**config.mk**
```make
export PLATFORM = sky130hd
export DESIGN_NAME = substring_search_unit
export DESIGN_NICKNAME = d
export VERILOG_FILES = /design/src/hdl/sss_pkg.sv /design/src/hdl/sss_csr.sv /design/src/hdl/sss_cell.sv /design/src/hdl/substring_search_unit.sv
export SDC_FILE = /design/constraint.sdc
export NUM_CORES = 1
export LEC_CHECK = 0
export ABC_AREA = 1
export BUFFER_PORTS_ARGS = -buffer_cell sky130_fd_sc_hd__buf_2
export CELL_PAD_IN_SITES_DETAIL_PLACEMENT = 1
export CELL_PAD_IN_SITES_GLOBAL_PLACEMENT = 1
export CORE_MARGIN = 2
export CORE_UTILIZATION = 41
export DETAILED_ROUTE_END_ITERATION = 8
export PLACE_DENSITY = 0.77
export REMOVE_ABC_BUFFERS = 1
export SETUP_SLACK_MARGIN = 0.15
export SLEW_MARGIN = 20
export SYNTH_ARGS = -nofsm -noshare
export SYNTH_HDL_FRONTEND = slang
export SYNTH_SLANG_ARGS = --single-unit
```
**constraint.sdc**
```tcl
create_clock -name clock -period 8.59 [get_ports clock]
set_clock_uncertainty 0.2 [all_clocks]
set_input_delay 0.4295 -clock clock [delete_from_list [all_inputs] [get_ports clock]]
set_output_delay 0.4295 -clock clock [all_outputs]
set_load 0.01 [all_outputs]
```
**src/hdl/sss_pkg.sv**
```systemverilog
// Shared types, register indexes and helpers for the substring search unit.
// No dependencies.
`default_nettype none

package sss_pkg;

   localparam int PATTERN_BYTES = 16;
   localparam int LEN_WIDTH     = 5;
   localparam int INDEX_WIDTH   = 3;
   localparam int DATA_WIDTH    = 64;
   localparam int START_WIDTH   = 16;
   localparam int RESULT_WIDTH  = 16;

   typedef enum logic [INDEX_WIDTH-1:0] {
      REG_PATTERN_LOW    = 3'd0,
      REG_PATTERN_HIGH   = 3'd1,
      REG_PATTERN_LENGTH = 3'd2,
      REG_IGNORE_CASE    = 3'd3,
      REG_SEARCH_LAST    = 3'd4,
      REG_START_POSITION = 3'd5
   } reg_index_type;

   typedef logic [PATTERN_BYTES-1:0][7:0] pattern_type;

   typedef struct packed {
      pattern_type            pattern;
      logic [LEN_WIDTH-1:0]   length;
      logic                   ignore_case;
      logic                   search_last;
      logic [START_WIDTH-1:0] start_position;
   } cfg_type;

   function automatic logic [7:0] fold(input logic [7:0] c, input logic ignore);
      logic [7:0] r;
      r = c;
      if (ignore && c >= 8'h41 && c <= 8'h5A) begin
         r = c + 8'h20;
      end
      return r;
   endfunction

endpackage

`default_nettype wire

```
**src/hdl/sss_csr.sv**
```systemverilog
// Configuration registers of the substring search unit, with length clamp.
// Depends on sss_pkg.
`default_nettype none

module sss_csr #(
   parameter int MAX_PATTERN = 16
) (
   input  wire logic                              clock,
   input  wire logic                              reset,
   input  wire logic                              csr_valid,
   output logic                                   csr_ready,
   input  wire logic [sss_pkg::INDEX_WIDTH-1:0]   csr_index,
   input  wire logic [sss_pkg::DATA_WIDTH-1:0]    csr_data,
   output sss_pkg::cfg_type                       cfg
);

   localparam int LEN_CAP = (MAX_PATTERN < sss_pkg::PATTERN_BYTES) ?
                            MAX_PATTERN : sss_pkg::PATTERN_BYTES;

   sss_pkg::pattern_type                   pattern_ff;
   logic [sss_pkg::LEN_WIDTH-1:0]          length_ff;
   logic                                   ignore_ff;
   logic                                   last_ff;
   logic [sss_pkg::START_WIDTH-1:0]        start_ff;
   logic                                   write;

   assign csr_ready = 1'b1;
   assign write     = csr_valid && csr_ready;

   always_ff @(posedge clock) begin
      if (reset) begin
         pattern_ff <= '0;
         length_ff  <= '0;
         ignore_ff  <= 1'b0;
         last_ff    <= 1'b0;
         start_ff   <= '0;
      end else if (write) begin
         case (sss_pkg::reg_index_type'(csr_index))
            sss_pkg::REG_PATTERN_LOW: begin
               pattern_ff[7:0] <= csr_data;
            end
            sss_pkg::REG_PATTERN_HIGH: begin
               pattern_ff[15:8] <= csr_data;
            end
            sss_pkg::REG_PATTERN_LENGTH: begin
               length_ff <= csr_data[sss_pkg::LEN_WIDTH-1:0];
            end
            sss_pkg::REG_IGNORE_CASE: begin
               ignore_ff <= csr_data[0];
            end
            sss_pkg::REG_SEARCH_LAST: begin
               last_ff <= csr_data[0];
            end
            sss_pkg::REG_START_POSITION: begin
               start_ff <= csr_data[sss_pkg::START_WIDTH-1:0];
            end
            default: begin
            end
         endcase
      end
   end

   always_comb begin
      cfg.pattern        = pattern_ff;
      cfg.length         = (length_ff > sss_pkg::LEN_WIDTH'(LEN_CAP)) ?
                           sss_pkg::LEN_WIDTH'(LEN_CAP) : length_ff;
      cfg.ignore_case    = ignore_ff;
      cfg.search_last    = last_ff;
      cfg.start_position = start_ff;
   end

endmodule

`default_nettype wire

```
**src/hdl/sss_cell.sv**
```systemverilog
// One window cell: holds the byte seen INDEX+1 requests ago and compares the
// incoming byte with its aligned pattern byte. Depends on sss_pkg.
`default_nettype none

module sss_cell #(
   parameter int INDEX = 0
) (
   input  wire logic                           clock,
   input  wire logic                           load,
   input  wire logic                           shift,
   input  wire logic [7:0]                     byte_in,
   input  wire sss_pkg::pattern_type           pattern,
   input  wire logic [sss_pkg::LEN_WIDTH-1:0]  length,
   input  wire logic                           ignore_case,
   output logic [7:0]                          byte_out,
   output logic                                eq_out
);

   localparam logic [6:0] CELL_POS = 7'(INDEX);

   logic [7:0] byte_ff;
   logic       eq_ff;
   logic       eq_in;
   logic       active;
   logic [6:0] slot;

   // cell k lines up with pattern byte length-1-k
   assign active = 7'(length) > CELL_POS;
   assign slot   = 7'(length) - CELL_POS - 7'd1;
   assign eq_in  = !active ||
                   (sss_pkg::fold(byte_in, ignore_case) ==
                    sss_pkg::fold(pattern[slot[3:0]], ignore_case));

   always_ff @(posedge clock) begin
      if (load) begin
         eq_ff <= eq_in;
      end
      if (load && shift) begin
         byte_ff <= byte_in;
      end
   end

   assign byte_out = byte_ff;
   assign eq_out   = eq_ff;

endmodule

`default_nettype wire

```
**src/hdl/substring_search_unit.sv**
```systemverilog
// Top level of the substring search unit: cell chain, match tracking, result register.
// Depends on sss_pkg, sss_csr and sss_cell.
//
//   channel  direction  handshake          payload
//   req      in         req_valid/stall    text_byte, end_of_text
//   rsp      out        rsp_valid/stall    found, match_position
//   csr      in         csr_valid/ready    index, data
//
// One text byte is taken per cycle while req_stall is low; the cell row compares it on entry.
// After the final byte is taken, the result passes the cell stage, then the result reg.
// req_stall rises only when a finished request waits behind a stalled result.
// Synchronous reset clears configuration, counters and the result valid flag; window bytes need none.
`default_nettype none

module substring_search_unit #(
   parameter int MAX_PATTERN   = 16,
   parameter int POSITION_BITS = 16
) (
   input  wire logic                                clock,
   input  wire logic                                reset,
   input  wire logic                                req_valid,
   output logic                                     req_stall,
   input  wire logic [7:0]                          req_text_byte,
   input  wire logic                                req_end_of_text,
   output logic                                     rsp_valid,
   input  wire logic                                rsp_stall,
   output logic                                     rsp_found,
   output logic [sss_pkg::RESULT_WIDTH-1:0]         rsp_match_position,
   input  wire logic                                csr_valid,
   output logic                                     csr_ready,
   input  wire logic [sss_pkg::INDEX_WIDTH-1:0]     csr_index,
   input  wire logic [sss_pkg::DATA_WIDTH-1:0]      csr_data
);

   localparam int CMP_W = (POSITION_BITS > sss_pkg::START_WIDTH) ?
                          POSITION_BITS : sss_pkg::START_WIDTH;

   sss_pkg::cfg_type cfg;

   logic [7:0]               chain   [MAX_PATTERN+1];
   logic [MAX_PATTERN-1:0]   eq;

   logic [POSITION_BITS-1:0] count_ff,  count_in;
   logic                     s1_valid_ff, s1_valid_in;
   logic                     s1_last_ff;
   logic                     s1_shift_ff;
   logic [POSITION_BITS-1:0] s1_count_ff;
   logic                     have_ff,   have_in;
   logic [POSITION_BITS-1:0] chosen_ff, chosen_in;
   logic                     rsp_valid_ff, rsp_valid_in;
   logic                     found_ff,  found_in;
   logic [sss_pkg::RESULT_WIDTH-1:0] pos_ff, pos_in;

   logic                     accept;
   logic                     shift;
   logic [POSITION_BITS-1:0] count_next;
   logic                     hold;
   logic                     fire;
   logic                     empty_pattern;
   logic [POSITION_BITS-1:0] len_ext;
   logic                     hit;
   logic                     qualify;
   logic                     upd;
   logic                     have_next;
   logic [POSITION_BITS-1:0] chosen_next;
   logic [63:0]              wide_pos;

   sss_csr #(.MAX_PATTERN(MAX_PATTERN)) u_csr (
      .clock     (clock),
      .reset     (reset),
      .csr_valid (csr_valid),
      .csr_ready (csr_ready),
      .csr_index (csr_index),
      .csr_data  (csr_data),
      .cfg       (cfg)
   );

   assign hold      = s1_valid_ff && s1_last_ff && rsp_valid_ff && rsp_stall;
   assign req_stall = hold;
   assign accept    = req_valid && !req_stall;
   assign fire      = s1_valid_ff && !hold;

   // bytes past the saturated count are not shifted in
   assign shift      = count_ff != '1;
   assign count_next = shift ? count_ff + 1'b1 : count_ff;

   assign chain[0] = req_text_byte;

   for (genvar k = 0; k < MAX_PATTERN; k++) begin : g_cell
      sss_cell #(.INDEX(k)) u_cell (
         .clock       (clock),
         .load        (accept),
         .shift       (shift),
         .byte_in     (chain[k]),
         .pattern     (cfg.pattern),
         .length      (cfg.length),
         .ignore_case (cfg.ignore_case),
         .byte_out    (chain[k+1]),
         .eq_out      (eq[k])
      );
   end

   always_comb begin
      count_in = count_ff;
      if (accept) begin
         count_in = req_end_of_text ? '0 : count_next;
      end
      s1_valid_in = accept || hold;
   end

   always_comb begin
      empty_pattern = cfg.length == '0;
      len_ext       = POSITION_BITS'(cfg.length);
      hit           = !empty_pattern && s1_shift_ff && (s1_count_ff >= len_ext) && (&eq);
      chosen_next   = s1_count_ff - len_ext;
      if (cfg.search_last) begin
         qualify = CMP_W'(chosen_next) <= CMP_W'(cfg.start_position);
      end else begin
         qualify = !have_ff && (CMP_W'(chosen_next) >= CMP_W'(cfg.start_position));
      end
      upd       = hit && qualify;
      have_next = have_ff || upd;
      if (!upd) begin
         chosen_next = chosen_ff;
      end

      have_in   = have_ff;
      chosen_in = chosen_ff;
      if (fire) begin
         have_in   = s1_last_ff ? 1'b0 : have_next;
         chosen_in = s1_last_ff ? '0 : chosen_next;
      end

      if (empty_pattern) begin
         wide_pos = cfg.search_last ? 64'(s1_count_ff) : 64'd0;
         found_in = 1'b1;
      end else begin
         wide_pos = have_next ? 64'(chosen_next) : 64'd0;
         found_in = have_next;
      end
      pos_in = wide_pos[sss_pkg::RESULT_WIDTH-1:0];

      if (fire && s1_last_ff) begin
         rsp_valid_in = 1'b1;
      end else begin
         rsp_valid_in = rsp_valid_ff && rsp_stall;
      end
   end

   always_ff @(posedge clock) begin
      if (reset) begin
         count_ff     <= '0;
         s1_valid_ff  <= 1'b0;
         have_ff      <= 1'b0;
         chosen_ff    <= '0;
         rsp_valid_ff <= 1'b0;
      end else begin
         count_ff     <= count_in;
         s1_valid_ff  <= s1_valid_in;
         have_ff      <= have_in;
         chosen_ff    <= chosen_in;
         rsp_valid_ff <= rsp_valid_in;
      end
   end

   always_ff @(posedge clock) begin
      if (accept) begin
         s1_last_ff  <= req_end_of_text;
         s1_shift_ff <= shift;
         s1_count_ff <= count_next;
      end
      if (fire && s1_last_ff) begin
         found_ff <= found_in;
         pos_ff   <= pos_in;
      end
   end

   assign rsp_valid          = rsp_valid_ff;
   assign rsp_found          = found_ff;
   assign rsp_match_position = pos_ff;

endmodule

`default_nettype wire

```
# Yosys cells after proc, flatten, opt, wreduce, memory -nomap -nowiden
# Index checks and enable logic that the tools add are counted.
[word_totals]
ff_bits = 357
output_inout_bits = 20
[classes]
add_sub_neg = 64
n_lt_le_gt_ge = 100
eq_ne = 22
mux = 75
n_reduce_logical = 123
[ops]
columns = ["operator", "count"]
rows = [
  ["binary-select mux 8 bit (select 4 bit)", 16],
  ["two-way mux 8 bit", 48],
  ["adder 8 x 6 -> 8 bit, second input constant", 32],
  ["greater-or-equal comparator 8 x 7 -> 1 bit, second input constant", 32],
  ["less-or-equal comparator 8 x 7 -> 1 bit, second input constant", 32],
  ["== test 8 bit", 16],
  ["two-way mux 16 bit", 7],
  ["less-than comparator 4 x 5 -> 1 bit, second input constant", 16],
  ["logical AND 1 bit", 77],
  ["subtractor 4 x 1 -> 4 bit, second input constant", 16],
  ["greater-than comparator 5 x 4 -> 1 bit, second input constant", 8],
  ["subtractor 4 bit, second input constant", 8],
  ["greater-than comparator 5 x 3 -> 1 bit, second input constant", 4],
  ["logical NOT 1 bit", 19],
  ["logical OR 1 bit", 18],
  ["adder 16 x 1 -> 16 bit, second input constant", 1],
  ["greater-or-equal comparator 16 bit", 1],
  ["greater-or-equal comparator 16 x 5 -> 1 bit", 1],
  ["less-or-equal comparator 16 bit", 1],
  ["inequality test 16 bit, second input constant", 1],
  ["AND reduction 16 bit", 1],
  ["subtractor 16 x 5 -> 16 bit", 1],
  ["subtractor 4 x 3 -> 4 bit, second input constant", 4],
  ["AND reduction 2 bit", 6],
  ["other kinds (11)", 18],
]

# Logic depth before layout (Yosys ltp)
# Gate-level depths: netlist of run 1.
[logic_depth]
word_depth = 12
ltp_mapped = 30
ltp_nobuf = 26

# Cells and area by module
# A second synthesis of run 1 with hierarchy kept.
[unflattened]
hier_cells = 8407
area_unflattened_um2 = 46347.0
[modules_own_cells]
columns = ["module", "area_per_inst_um2", "seq_area_each_um2", "cells_per_inst", "instances"]
rows = [
  ["sss_csr", 6246.0, 3022.9, 913, 1],
  ["substring_search_unit", 4425.5, 1751.7, 563, 1],
  ["sss_cell at g_cell[11].u_cell", 2575.0, 270.3, 508, 1],
  ["sss_cell at g_cell[3].u_cell", 2331.0, 270.3, 457, 1],
  ["sss_cell at g_cell[4].u_cell", 2294.7, 270.3, 424, 1],
  ["sss_cell at g_cell[14].u_cell", 2267.2, 270.3, 441, 1],
  ["sss_cell at g_cell[10].u_cell", 2243.4, 270.3, 431, 1],
  ["sss_cell at g_cell[8].u_cell", 2235.9, 270.3, 437, 1],
  ["sss_cell at g_cell[12].u_cell", 2230.9, 270.3, 415, 1],
  ["sss_cell at g_cell[9].u_cell", 2230.9, 270.3, 433, 1],
  ["sss_cell at g_cell[13].u_cell", 2214.6, 270.3, 439, 1],
  ["sss_cell at g_cell[6].u_cell", 2199.6, 270.3, 433, 1],
  ["sss_cell at g_cell[2].u_cell", 2185.8, 270.3, 418, 1],
  ["sss_cell at g_cell[5].u_cell", 2153.3, 270.3, 406, 1],
  ["+4 rows", "--", "--", "--", "--"],
]

# Least setup slack after synthesis of run 1
# OpenSTA, ideal clock, no wires.
[synth_path]
kind = "in2reg"
startpoint = "input port rsp_stall"
endpoint = "register g_cell[0].u_cell.byte_ff[0], enable pin"
t_arrival_ns = 8.157
path_slack_ns = -0.367
n_path_buf = 1
stages = 8
path_cell_list = "nand2_1 -> inv_1 -> nand3_1 -> inv_1 -> nor2_1 -> clkinv_1 -> clkbuf_1 -> nor2_1"
[synth_via]
elab_chain_cells = 4
[synth_lines]
columns = ["item", "line", "source"]
rows = [
  ["start: declaration", "substring_search_unit.sv:26", "input wire logic rsp_stall,"],
  ["logical AND 1 bit", "substring_search_unit.sv:78", "assign hold = s1_valid_ff && s1_last_ff && rsp_valid_ff && rsp_stall;"],
  ["via req_stall", "substring_search_unit.sv:22", "output logic req_stall,"],
  ["logical NOT 1 bit", "substring_search_unit.sv:80", "assign accept = req_valid && !req_stall;"],
  ["logical AND 1 bit", "substring_search_unit.sv:80", ""],
  ["via accept", "substring_search_unit.sv:54", "logic accept;"],
  ["logical AND 1 bit", "--", ""],
  ["end signal: assignment", "sss_cell.sv:39", "byte_ff <= byte_in;"],
  ["end: declaration", "sss_cell.sv:21", "logic [7:0] byte_ff;"],
]
# The timed path passes the listed nets, and every way through them passes these cells.
# A chain may end at the register's enable or synchronous reset.

# Worst setup path in the final report of run 1
[layout_path]
startpoint = "register u_csr.length_ff[4] (netlist bit)"
endpoint = "register pos_ff (netlist bit rsp_match_position[2]), data pin"
[layout_via]
elab_chain_cells = 11
word_cells_on_any_way = 18
[layout_lines]
columns = ["item", "line", "source"]
rows = [
  ["start: declaration", "sss_csr.sv:21", "logic [sss_pkg::LEN_WIDTH-1:0] length_ff;"],
  ["start signal: assignment", "sss_csr.sv:46", "length_ff <= csr_data[sss_pkg::LEN_WIDTH-1:0];"],
  ["greater-than comparator 5 bit", "sss_csr.sv:65", "cfg.length = (length_ff > sss_pkg::LEN_WIDTH'(LEN_CAP)) ?"],
  ["two-way mux 5 bit *", "sss_csr.sv:65", ""],
  ["branches (longest 8 deep; another with subtractor 16 x 5 -> 16 bit)", "--", ""],
  ["two-way mux 16 bit *", "substring_search_unit.sv:134", "if (empty_pattern) begin"],
  ["via wide_pos[2]", "substring_search_unit.sv:66", "logic [63:0] wide_pos;"],
  ["end signal: assignment", "substring_search_unit.sv:174", "pos_ff <= pos_in;"],
  ["end: declaration", "substring_search_unit.sv:52", "logic [sss_pkg::RESULT_WIDTH-1:0] pos_ff, pos_in;"],
]
# Mark *: on every way through the listed nets, which the timed path passes.

==> results of run 1 <==
-- path summary, 6_finish.rpt --
path | start | endpoint | slack [ps] | cells after the start
hold reg to reg | u_csr.start_ff[2] | u_csr.start_ff[2] | 260 | 2
setup / recovery | u_csr.length_ff[4] | rsp_match_position[2] | 2290 | 22
hold / removal | csr_data[9] | u_csr.cfg[96] | 30 | 3
setup reg to reg | u_csr.length_ff[4] | rsp_match_position[2] | 2290 | 22
-- flip-flops by register name (all words and copies together), names as in the netlist, 5 cells and up --
name and count:
u_csr.length_ff 5, u_csr.start_ff 16, u_csr.cfg 128, g_cell.u_cell.eq_out 16, count_ff 16, s1_count_ff 16, rsp_match_position 16, g_cell.u_cell.byte_out 120
chosen_ff 16
-- synthesized netlist by cell type (24+ instances only) --
cell type / instances / area, µm²
nor2_1: 364 / 1370
buf_2: 44 / 220
nand3_1: 934 / 4670
xor2_1: 74 / 648
dfxtp_1: 186 / 3720
nor3_1: 30 / 150
o21ai_0: 180 / 901
a21oi_1: 129 / 646
edfxtp_1: 171 / 5130
inv_1: 313 / 1170
o21ai_1: 26 / 130
ha_1: 71 / 888
nand3b_1: 24 / 180
clkbuf_1: 87 / 327
nand4_1: 54 / 338
nand2_1: 952 / 3570
-- cell type report --
cell class | count | area (µm²) | area share, %
clock inverters | 21 | 208 | 0.729
multi-input cells | 2979 | 14600 | 51.1
clock buffers | 57 | 1190 | 4.19
inverters | 324 | 1220 | 4.28
well taps | 837 | 1050 | 3.68
flip-flops and latches | 357 | 8860 | 31.1
repair buffers | 196 | 1400 | 4.90
-- power groups by stage --
stage	Clock, mW	Combinational (mW)	Sequential [mW]
after floorplan	0	0.689	1.94
after detailed placement	0	1.12	1.96
after global placement	0	1.09	1.96
after CTS	1.87	1.15	1.93
final	1.85	1.18	1.93
after global routing	1.93	1.28	1.94
-- metal layers --
metal  vias to the layer above  track usage (%)
met1                     13373             39.5
met3                       299             7.20
met2                       920             57.4
met5                         -                0
li1                      13018                -
met4                         2             24.4
-- critical path: cells and delay by family, from the launching register on --
kind	cells	cell delay, ps
xor+xnor	1	170
flops	1	440
fa+ha+maj	2	830
simple gates	13	2940
compound gates	3	730
buf+inv	3	710
-- cells by family (layout without fill, tap and decap cells) --
family                     after synthesis  in the layout  synth area share (%)
and+or+nand+nor                       2426           2426                  42.1
buffers and inverters                  498            598                  8.26
AOI/OAI and AO/OA                      391            391                  8.26
DFF                                    357            357                  34.8
xor gates and xnor gates                88             88                  3.02
adders and majority gates               72             72                  3.56
other                                    1              1                0.0147
muxes                                    1              1                0.0393
-- metrics by stage --
step,power (mW),TNS [ps],cell area (µm²),cells
after global routing,5.15,0,28500,4771
final,4.95,0,28500,4771
after detailed placement,3.08,0,26400,4624
after floorplan,2.63,-63620,24600,3660
after CTS,4.95,0,28500,4771
after global placement,3.05,0,26400,4624
-- repair_timing --
action | in CTS | in global routing
hold endpoints to repair | 123 | 0
resized for setup | 0 | 0
hold buffers | 69 | 0
==> impl_metrics.csv, run 1 <==
group,metric,value,unit
floorplan,fp-row-count,91,
timing,fin_crit_sh,73.4,%
power_and_ir_drop,power_frac_clock,37.3,%
clock_tree,clk_pin_slew_worst_paths,60,ps
power_and_ir_drop,ir_worst_vdd,0.163,mV
floorplan,core,61600,µm²
routing,routed_wl,110,mm
flow_run,maxCapViolCount,0,
power_and_ir_drop,p_per_area,174,nW/µm²
layout,layout-drive-gt1-share,6.53,%
placement,hpwl,83.4,mm
worst_setup_path,crit_fanout,58,
power_and_ir_drop,power_leakage,12.5,nW
routing,drtIter0Drc,2016,
worst_setup_path,startpoint_type,"flop",
global_routing,grt_start_max_net_pins,97,
clock_tree,cts_buffers,43,
routing,met3_length,7.55,mm
global_routing,first_global_vias,27610,
floorplan,die-area,64200,µm²
routing,wl_per_cell,23.2,µm
synth,synth_area,25500,µm²
global_routing,grt_pass1_wl,168,mm
global_routing,grt_overflow,0,
floorplan,start_util,41.4,%
synth,ys_seq_area_share,34.8,%
placement,io_buffers,99,
worst_setup_path,end_kind,"flop",
layout,fillCellCount,8111,
layout,fin_nets,4054,
clock_tree,numClockSinks,357,
floorplan,die_width,253,µm
worst_setup_path,required,8720,ps
routing,dr.pass1.iters,8,
power_and_ir_drop,switching_share,34.2,%
timing,period_minus_slack,6300,ps
synth,ys_ff_latch,357,
layout,fin_util,46.3,%
routing,drt-met1-wl,43.3,mm
clock_tree,post_cts_buffers,0,
clock_tree,clock_path_buffers,3,
run_status,outcome,"completed",
synth,avgSynthCellArea,6.65,µm²
synth,synthArstFlopShare,0,%
synth,synth_cell_types,50,
routing,viasPerCell,5.79,
layout,layout_common_cells,"nand2_1 (952), nand3_1 (934), nor2_1 (358)",
worst_setup_path,worstPathArrival,6440,ps
layout,area_growth,11.8,%
timing,setup_violations,0,
routing,top_layer,"met5",
worst_setup_path,cpPeakStageDelay,640,ps
clock_tree,htree_levels,2,
power_and_ir_drop,power_switching,1.69,mW
worst_setup_path,crit_chain,"inv_4, nand2_2, ha_1, a21oi_1, o21ai_0, a21boi_0, nand4_1, inv_1, nand2_1, xor2_1, inv_1, ha_1, nand2_1, nor2_1, nor4_1, nand3_1, nand2_1, nand2_1, nand2_1, nand2_1, nand3_1, nand2_1",
global_routing,antenna_found_initial,1,
worst_setup_path,slowest_stage,"nand2_1",
worst_hold_path,hold_class,"input port to flop",
layout,antenna_cells,0,
worst_setup_path,criticalPathCategory,"flop to flop",
timing,rsz0062_at_grt,"no",
timing,fin_ws,2290,ps
floorplan,io_pins,101,
timing,holdWs,34.0,ps
routing,dr_wl_met2,50.6,mm
routing,vias,27612,
timing,slew_headroom,23.6,%
floorplan,die_h,253,µm
clock_tree,cts_tree,"built",
global_routing,track_usage,34.5,%
timing,slew_viol_final,0,
timing,worst_pin_slew,1150,ps
routing,drc_errors,0,
routing,final_antenna_net_count,0,
synth,synth_edf_count,171,
placement,dp_slack,2330,ps
timing,hold_violations,0,
synth,yosysWarnings,0,
layout,mostFrequentLayoutCell,"nand2_1",
worst_setup_path,critPathMostFrequentCell,"nand2_1",
synth,synthCells,3834,
timing,fmax,159,MHz
power_and_ir_drop,p_int,3.26,mW
synth,yosys_most_used_dff,"dfxtp_1",
clock_tree,cts_root_buf,"clkbuf_16",
power_and_ir_drop,comb_power_share,23.8,%
clock_tree,clk_latency,600,ps
placement,gp_congestion,1.04,
power_and_ir_drop,power.share.sequential,38.9,%
No activity file was read; power rests on OpenSTA's default activity.
==> run 2, diff against run 1 <==
==> constraint.sdc (replaced) <==
create_clock -name clock -period 5.35 [get_ports clock]
set_clock_uncertainty 0.2 [all_clocks]
set_input_delay 0.2675 -clock clock [delete_from_list [all_inputs] [get_ports clock]]
set_output_delay 0.2675 -clock clock [all_outputs]
set_load 0.01 [all_outputs]
==> run 2 against run 1 <==
  * Clock power increased by 65%
  * Power increased by 63%
  * Cell count increased by 0.61%
  * Global-route usage decreased by 0.12 points
  * Die area unchanged
  * Sequential share of layout area decreased by 0.39 points
  * Via count increased by 0.71%
  * Critical path depth increased by 1
  * Sequential power increased by 61%
  * Flip-flop and latch count unchanged
  * Worst setup slack got worse by 1700 ps
==> impl_metrics.csv, run 2 (synthesis results as in run 1) <==
group,metric,value,unit
run_status,outcome,"completed",
power_and_ir_drop,ir_worst_vdd,0.252,mV
worst_setup_path,slowest_stage,"a21boi_0",
worst_setup_path,crit_chain,"inv_4, nand2_2, ha_1, a21oi_1, o21ai_0, a21boi_0, nand4_1, inv_1, nand2_1, xor2_1, inv_1, ha_1, nand2_1, nor2_1, nor4_1, nand3_1, nand2_1, nand2_1, a21oi_2, nor2_4, buf_12, nand3_1, nand2_1",
routing,drtIter0Drc,2226,
flow_run,maxCapViolCount,0,
global_routing,antenna_found_initial,3,
layout,fin_util,46.8,%
global_routing,gr-usage-met2,56.6,%
worst_setup_path,worstPathArrival,4930,ps
placement,hpwl,83.0,mm
layout,layout_common_cells,"nand2_1 (951), nand3_1 (934), nor2_1 (356)",
clock_tree,cts_tree,"built",
floorplan,die_h,253,µm
clock_tree,cts_root_buf,"clkbuf_16",
timing,finalSetupTns,0,ps
global_routing,grtUsageMet3,6.62,%
placement,io_buffers,99,
clock_tree,cts_buffers,44,
routing,vias,27809,
timing,setup_violations,0,
worst_setup_path,critPathLaunch,"u_csr.length_ff[4]",
worst_setup_path,endpoint,"rsp_match_position[11]",
global_routing,first_global_vias,27607,
timing,period_minus_slack,4790,ps
worst_setup_path,r2r-end,"rsp_match_position[11]",
clock_tree,htree_levels,2,
worst_setup_path,cpPeakStageDelay,500,ps
worst_hold_path,min_from,"csr_index[1]",
worst_setup_path,r2r_setup_slack,560,ps
worst_setup_path,r2r_start,"u_csr.length_ff[4]",
global_routing,grt_start_max_net_pins,147,
routing,final_antenna_net_count,0,
clock_tree,clk_pin_slew_worst_paths,70,ps
global_routing,met1_usage,40.2,%
routing,wl_per_cell,23.0,µm
routing,drc_errors,0,
placement,gp_congestion,1.03,
routing,routed_wl,110,mm
timing,slew_viol_final,0,
floorplan,die_width,253,µm
layout,antenna_cells,0,
worst_setup_path,startpoint_type,"flop",
global_routing,grt_pass1_wl,168,mm
layout,area_growth,13.2,%
worst_setup_path,crit_fanout,15,
floorplan,fp-row-count,91,
timing,slew_headroom,31.2,%
worst_setup_path,end_kind,"flop",
global_routing,top_usage_layer,"met2",
timing,fin_crit_sh,89.5,%
layout,mostFrequentLayoutCell,"nand2_1",
worst_setup_path,required,5490,ps
power_and_ir_drop,power_leakage,12.7,nW
layout,largest_register_ff_count,128,
worst_hold_path,holdPathStages,5,
power_and_ir_drop,p_per_area,280,nW/µm²
clock_tree,numClockSinks,357,
timing,fmax,209,MHz
timing,worst_pin_slew,1030,ps
floorplan,core,61600,µm²
worst_hold_path,hold_class,"input port to flop",
floorplan,start_util,41.4,%
floorplan,die-area,64200,µm²
floorplan,io_pins,101,
layout,layout-drive-gt1-share,7.07,%
worst_setup_path,criticalPathCategory,"flop to flop",
global_routing,track_usage,34.4,%
routing,viasPerCell,5.79,
timing,rsz0062_at_grt,"no",
layout,fillCellCount,8014,
worst_setup_path,reg2regPathDepth,23,
routing,dr.pass1.iters,5,
layout,fin_nets,4084,
clock_tree,clock_path_buffers,3,
global_routing,grt_overflow,0,
clock_tree,clk_latency,600,ps
timing,hold_violations,0,
worst_setup_path,critPathMostFrequentCell,"nand2_1",
[run 2: through the flow]
step           cells  setup slack (ps)  hold WS, ps  power, mW  area (µm²)
2_1_floorplan   3660             -3680          137       4.22       24600
3_3_place_gp    4638               261          238       4.91       26500
3_5_place_dp    4638               185          242       4.95       26500
4_1_cts         4799               162         5.67       8.05       28800
5_1_grt         4800               124         71.6       8.38       28900
6_report        4800               564         39.2       8.07       28900
[run 2: how the worst min path moves through the flow]
stage | end | slack (ps)
5_1_grt | u_csr.length_ff[1] | 70
6_report | u_csr.length_ff[1] | 40
4_1_cts | u_csr.length_ff[1] | 6
3_5_place_dp | g_cell[10].u_cell.byte_out[1] | 240
2_1_floorplan | chosen_ff[0] | 140
3_3_place_gp | g_cell[10].u_cell.byte_out[1] | 240
[run 2: layer usage]
metal | wire length, µm | vias to the layer above
met3 | 8180 | 291
met5 | 0 | -
met1 | 43200 | 13463
met4 | 8920 | 0
li1 | - | 13091
met2 | 50100 | 964
[run 2: repair_timing]
| action | in CTS | in global routing |
|---|---|---|
| hold buffers | 83 | 0 |
| endpoints found under the setup margin | 0 | 32 |
| gates resized for setup | 0 | 5 |
| hold endpoints to repair | 161 | 0 |
| buffers inserted | 0 | 1 |
[run 2: power breakdown]
part	total, mW	internal (mW)	switching [mW]
logic	1.91	0.547	1.36
registers	3.10	2.98	0.110
clock network	3.06	1.81	1.26
total	8.07	5.34	2.73
[run 2: worst max-delay path, delay by kind of cell, from the launching register on]
kind                     cells  cell delay (ps)
adder cells (fa/ha/maj)      2              560
flip-flops                   1              470
XOR/XNOR                     1              160
AO/OA/AOI/OAI                4             1120
buffers and inverters        4              410
AND/OR/NAND/NOR             12             1610
[run 2: cell type report]
type / count / area, µm² / area share (%)
well taps: 837 / 1050 / 3.63
repair buffers: 225 / 1700 / 5.89
flip-flops and latches: 357 / 8860 / 30.7
clock buffers: 50 / 1130 / 3.93
multi-input cells: 2979 / 14600 / 50.6
inverters: 324 / 1220 / 4.23
clock inverters: 28 / 304 / 1.05
==> run 3, diff against run 2 <==
--- a/config.mk
+++ b/config.mk
@@ -5,15 +5,14 @@
 export SDC_FILE = /design/constraint.sdc
 export NUM_CORES = 1
 export LEC_CHECK = 0
-export ABC_AREA = 1
 export BUFFER_PORTS_ARGS = -buffer_cell sky130_fd_sc_hd__buf_2
 export CELL_PAD_IN_SITES_DETAIL_PLACEMENT = 1
 export CELL_PAD_IN_SITES_GLOBAL_PLACEMENT = 1
 export CORE_MARGIN = 2
-export CORE_UTILIZATION = 41
+export CORE_UTILIZATION = 45
 export DETAILED_ROUTE_END_ITERATION = 8
+export GPL_TIMING_DRIVEN = 0
 export PLACE_DENSITY = 0.77
-export REMOVE_ABC_BUFFERS = 1
 export SETUP_SLACK_MARGIN = 0.15
 export SLEW_MARGIN = 20
 export SYNTH_ARGS = -nofsm -noshare
==> run 3 against run 2 <==
  * Area after synthesis decreased by 7.0%
  * Design area decreased by 2.0%
  * Register-to-register slack got worse by 380 ps
  * Synthesized cell count decreased by 37%
  * Power decreased by 16%
  * Flip-flop and latch count unchanged
  * First-iteration DRC count decreased by 12%
  * Count of clock-buffer cells in the layout increased by 9
  * Die area decreased by 15%
  * Global-route usage increased by 1.2 points
  * Critical endpoint is now chosen_ff[12]
==> impl_metrics.csv, run 3 <==
group,metric,value,unit
clock_tree,cts_root_buf,"clkbuf_16",
placement,dp_slack,-1100,ps
synth,synthDominantCellAreaShare,21.7,%
power_and_ir_drop,power_switching,1.85,mW
timing,fmax,194,MHz
synth,synthArstFlopShare,0,%
worst_setup_path,path_delay_family,"simple AND/OR/NAND/NOR gates",
clock_tree,cts_tree,"built",
layout,fin_util,54.0,%
placement,dp_cells,3203,
flow_run,maxCapViolCount,0,
floorplan,die_h,234,µm
worst_setup_path,end_kind,"flop",
worst_setup_path,required,5670,ps
global_routing,track_usage,35.6,%
worst_setup_path,startpoint_type,"flop",
timing,holdWs,101,ps
routing,drc_errors,0,
power_and_ir_drop,power_frac_clock,40.9,%
layout,layout-drive-gt1-share,16.5,%
power_and_ir_drop,ir_worst_vdd,0.224,mV
clock_tree,clock_path_buffers,3,
placement,gp_congestion,1.06,
layout,largest_register_ff_count,128,
floorplan,fp-row-count,84,
floorplan,die_width,234,µm
synth,yosysWarnings,0,
global_routing,first_global_vias,21778,
layout,layout_common_cells,"nand2_1 (411), mux2i_1 (335), a21oi_1 (219)",
synth,synthTopCellsByArea,"edfxtp_1 (22%), dfxtp_1 (16%), mux2i_1 (15%)",
worst_hold_path,hold_class,"input port to flop",
layout,finalNonFillerCells,3391,
worst_setup_path,crit_fanout,7,
layout,fin_nets,2826,
routing,wl_per_cell,28.9,µm
floorplan,die-area,54500,µm²
clock_tree,clk_latency,600,ps
timing,fin_ws,184,ps
synth,syn-num-nets,2561,
global_routing,grt_overflow,0,
synth,ys_ff_latch,357,
run_status,outcome,"completed",
worst_setup_path,slowest_stage,"or4b_4",
timing,slew_headroom,19.4,%
timing,fin_crit_sh,96.6,%
timing,setup_violations,0,
timing,worst_pin_slew,1210,ps
routing,drtIter0Drc,1960,
routing,final_antenna_net_count,0,
placement,placed_area,25300,µm²
timing,hold_violations,0,
worst_setup_path,worstPathArrival,5490,ps
clock_tree,clk_pin_slew_worst_paths,70,ps
synth,synthCells,2408,
placement,io_buffers,98,
synth,synth_edf_count,171,
global_routing,grt_pass1_wl,142,mm
clock_tree,cts_buffers,41,
global_routing,antenna_found_initial,1,
clock_tree,numClockSinks,357,
layout,mostFrequentLayoutCell,"nand2_1",
worst_setup_path,criticalPathCategory,"flop to flop",
routing,routed_wl,97.9,mm
routing,vias,21323,
synth,synth_cell_types,75,
power_and_ir_drop,comb_power_share,13.8,%
floorplan,start_util,45.3,%
timing,rsz0062_at_grt,"yes",
worst_setup_path,crit_buf_inv,7,
worst_setup_path,cpPeakStageDelay,550,ps
routing,viasPerCell,6.29,
synth,synth.most_common_cell,"nand2_1",
routing,dr.pass1.iters,5,
floorplan,io_pins,101,
power_and_ir_drop,power.share.sequential,45.3,%
synth,ys_seq_area_share,37.4,%
synth,avgSynthCellArea,9.84,µm²
synth,synth_commonest_cells,"nand2_1 (411), mux2i_1 (345), a21oi_1 (223)",
power_and_ir_drop,p_per_area,241,nW/µm²
placement,hpwl,75.8,mm
layout,stdcell_area,28300,µm²
synth,yosys_most_used_dff,"dfxtp_1",
layout,antenna_cells,0,
floorplan,core,52300,µm²
timing,slew_viol_final,0,
timing,finalSetupTns,0,ps
global_routing,grt_start_max_net_pins,32,
clock_tree,htree_levels,2,
synth,yosysTopAreaCell,"edfxtp_1",
synth,synth_area,23700,µm²
power_and_ir_drop,p_int,4.96,mW
power_and_ir_drop,power_leakage,10.6,nW
power_and_ir_drop,total_power,6.81,mW
timing,period_minus_slack,5170,ps
layout,area_growth,19.4,%
power_and_ir_drop,switching_share,27.2,%
-- run 3: cell types whose count changed after synthesis, moves of 124 or more --
cell     delta
nor2_1    -256
inv_1     -245
nand2_1   -541
nand3_1   -893
mux2i_1   +344
o21ai_0   -124
-- run 3: final cells by class --
class                   count  area, µm²
clock inverters            14        133
multi-input cells        1849      14400
well taps                 688        861
flip-flops and latches    357       8870
inverters                  74        307
clock buffers              59       1160
plain buffers             128        788
repair buffers            222       1780
fillers                  5746      24100
-- run 3: kinds of logic (layout without fill, tap and decap cells) --
logic type | Yosys count | count (layout) | share of synthesized area [%]
AO/OA/AOI/OAI | 424 | 424 | 10.5
XOR/XNOR | 169 | 169 | 6.34
adder cells (fa/ha/maj) | 72 | 72 | 3.83
buffers and inverters | 202 | 497 | 3.83
flip-flops | 357 | 357 | 37.4
multiplexers | 454 | 454 | 24.8
other | 1 | 1 | 0.0158
AND/OR/NAND/NOR | 729 | 729 | 13.4
-- run 3: worst reg2reg max path: stages (launching register included) --
cell and delay (ps):
dfxtp_4 350, nor2b_1 120, buf_4 150, buf_12 140, buf_12 130, buf_16 140, ha_4 180, fa_2 390
nor2b_1 140, o21ai_1 70, nand2b_1 120, a21o_4 200, nor3_4 60, nor3b_4 170, xnor2_2 210, inv_1 110
ha_1 330, nand4_1 110, or2_4 290, nor2_2 120, o21ai_1 90, a21oi_2 180, o21ai_2 110, or4b_4 550
buf_8 150, clkbuf_16 150, o22ai_1 140
-- run 3: routing by layer --
metal / vias to the layer above / global-route usage [%] / wire, µm
li1: 9360 / - / -
met1: 10855 / 44.8 / 39200
met2: 898 / 58.3 / 45900
met3: 210 / 7.74 / 7640
met4: 0 / 16.8 / 5190
met5: - / 0 / 0
-- run 3: path summary, 6_finish.rpt --
| path | start | end | slack, ps | depth (start not counted) |
|---|---|---|---|---|
| min reg2reg | u_csr.start_ff[15] | u_csr.start_ff[15] | 270 | 2 |
| max | u_csr.length_ff[0] | chosen_ff[12] | 180 | 26 |
| min | csr_index[2] | u_csr.last_ff | 100 | 5 |
| max reg2reg | u_csr.length_ff[0] | chosen_ff[12] | 180 | 26 |
-- run 3: what timing repair did --
action | CTS | global route
cloned | 0 | 1
hold buffers | 83 | 0
endpoints found under the hold margin | 169 | 0
resized for setup | 74 | 72
setup buffers | 19 | 12
pin swaps | 12 | 17
setup endpoints to repair | 45 | 44
-- run 3: power by group through the flow --
stage / clock [mW] / combinational [mW] / sequential (mW)
final: 2.79 / 0.938 / 3.08
after detailed placement: 0 / 0.815 / 3.13
after CTS: 2.80 / 0.892 / 3.08
after global routing: 2.90 / 0.997 / 3.09
after global placement: 0 / 0.763 / 3.13
after floorplan: 0 / 0.527 / 3.09
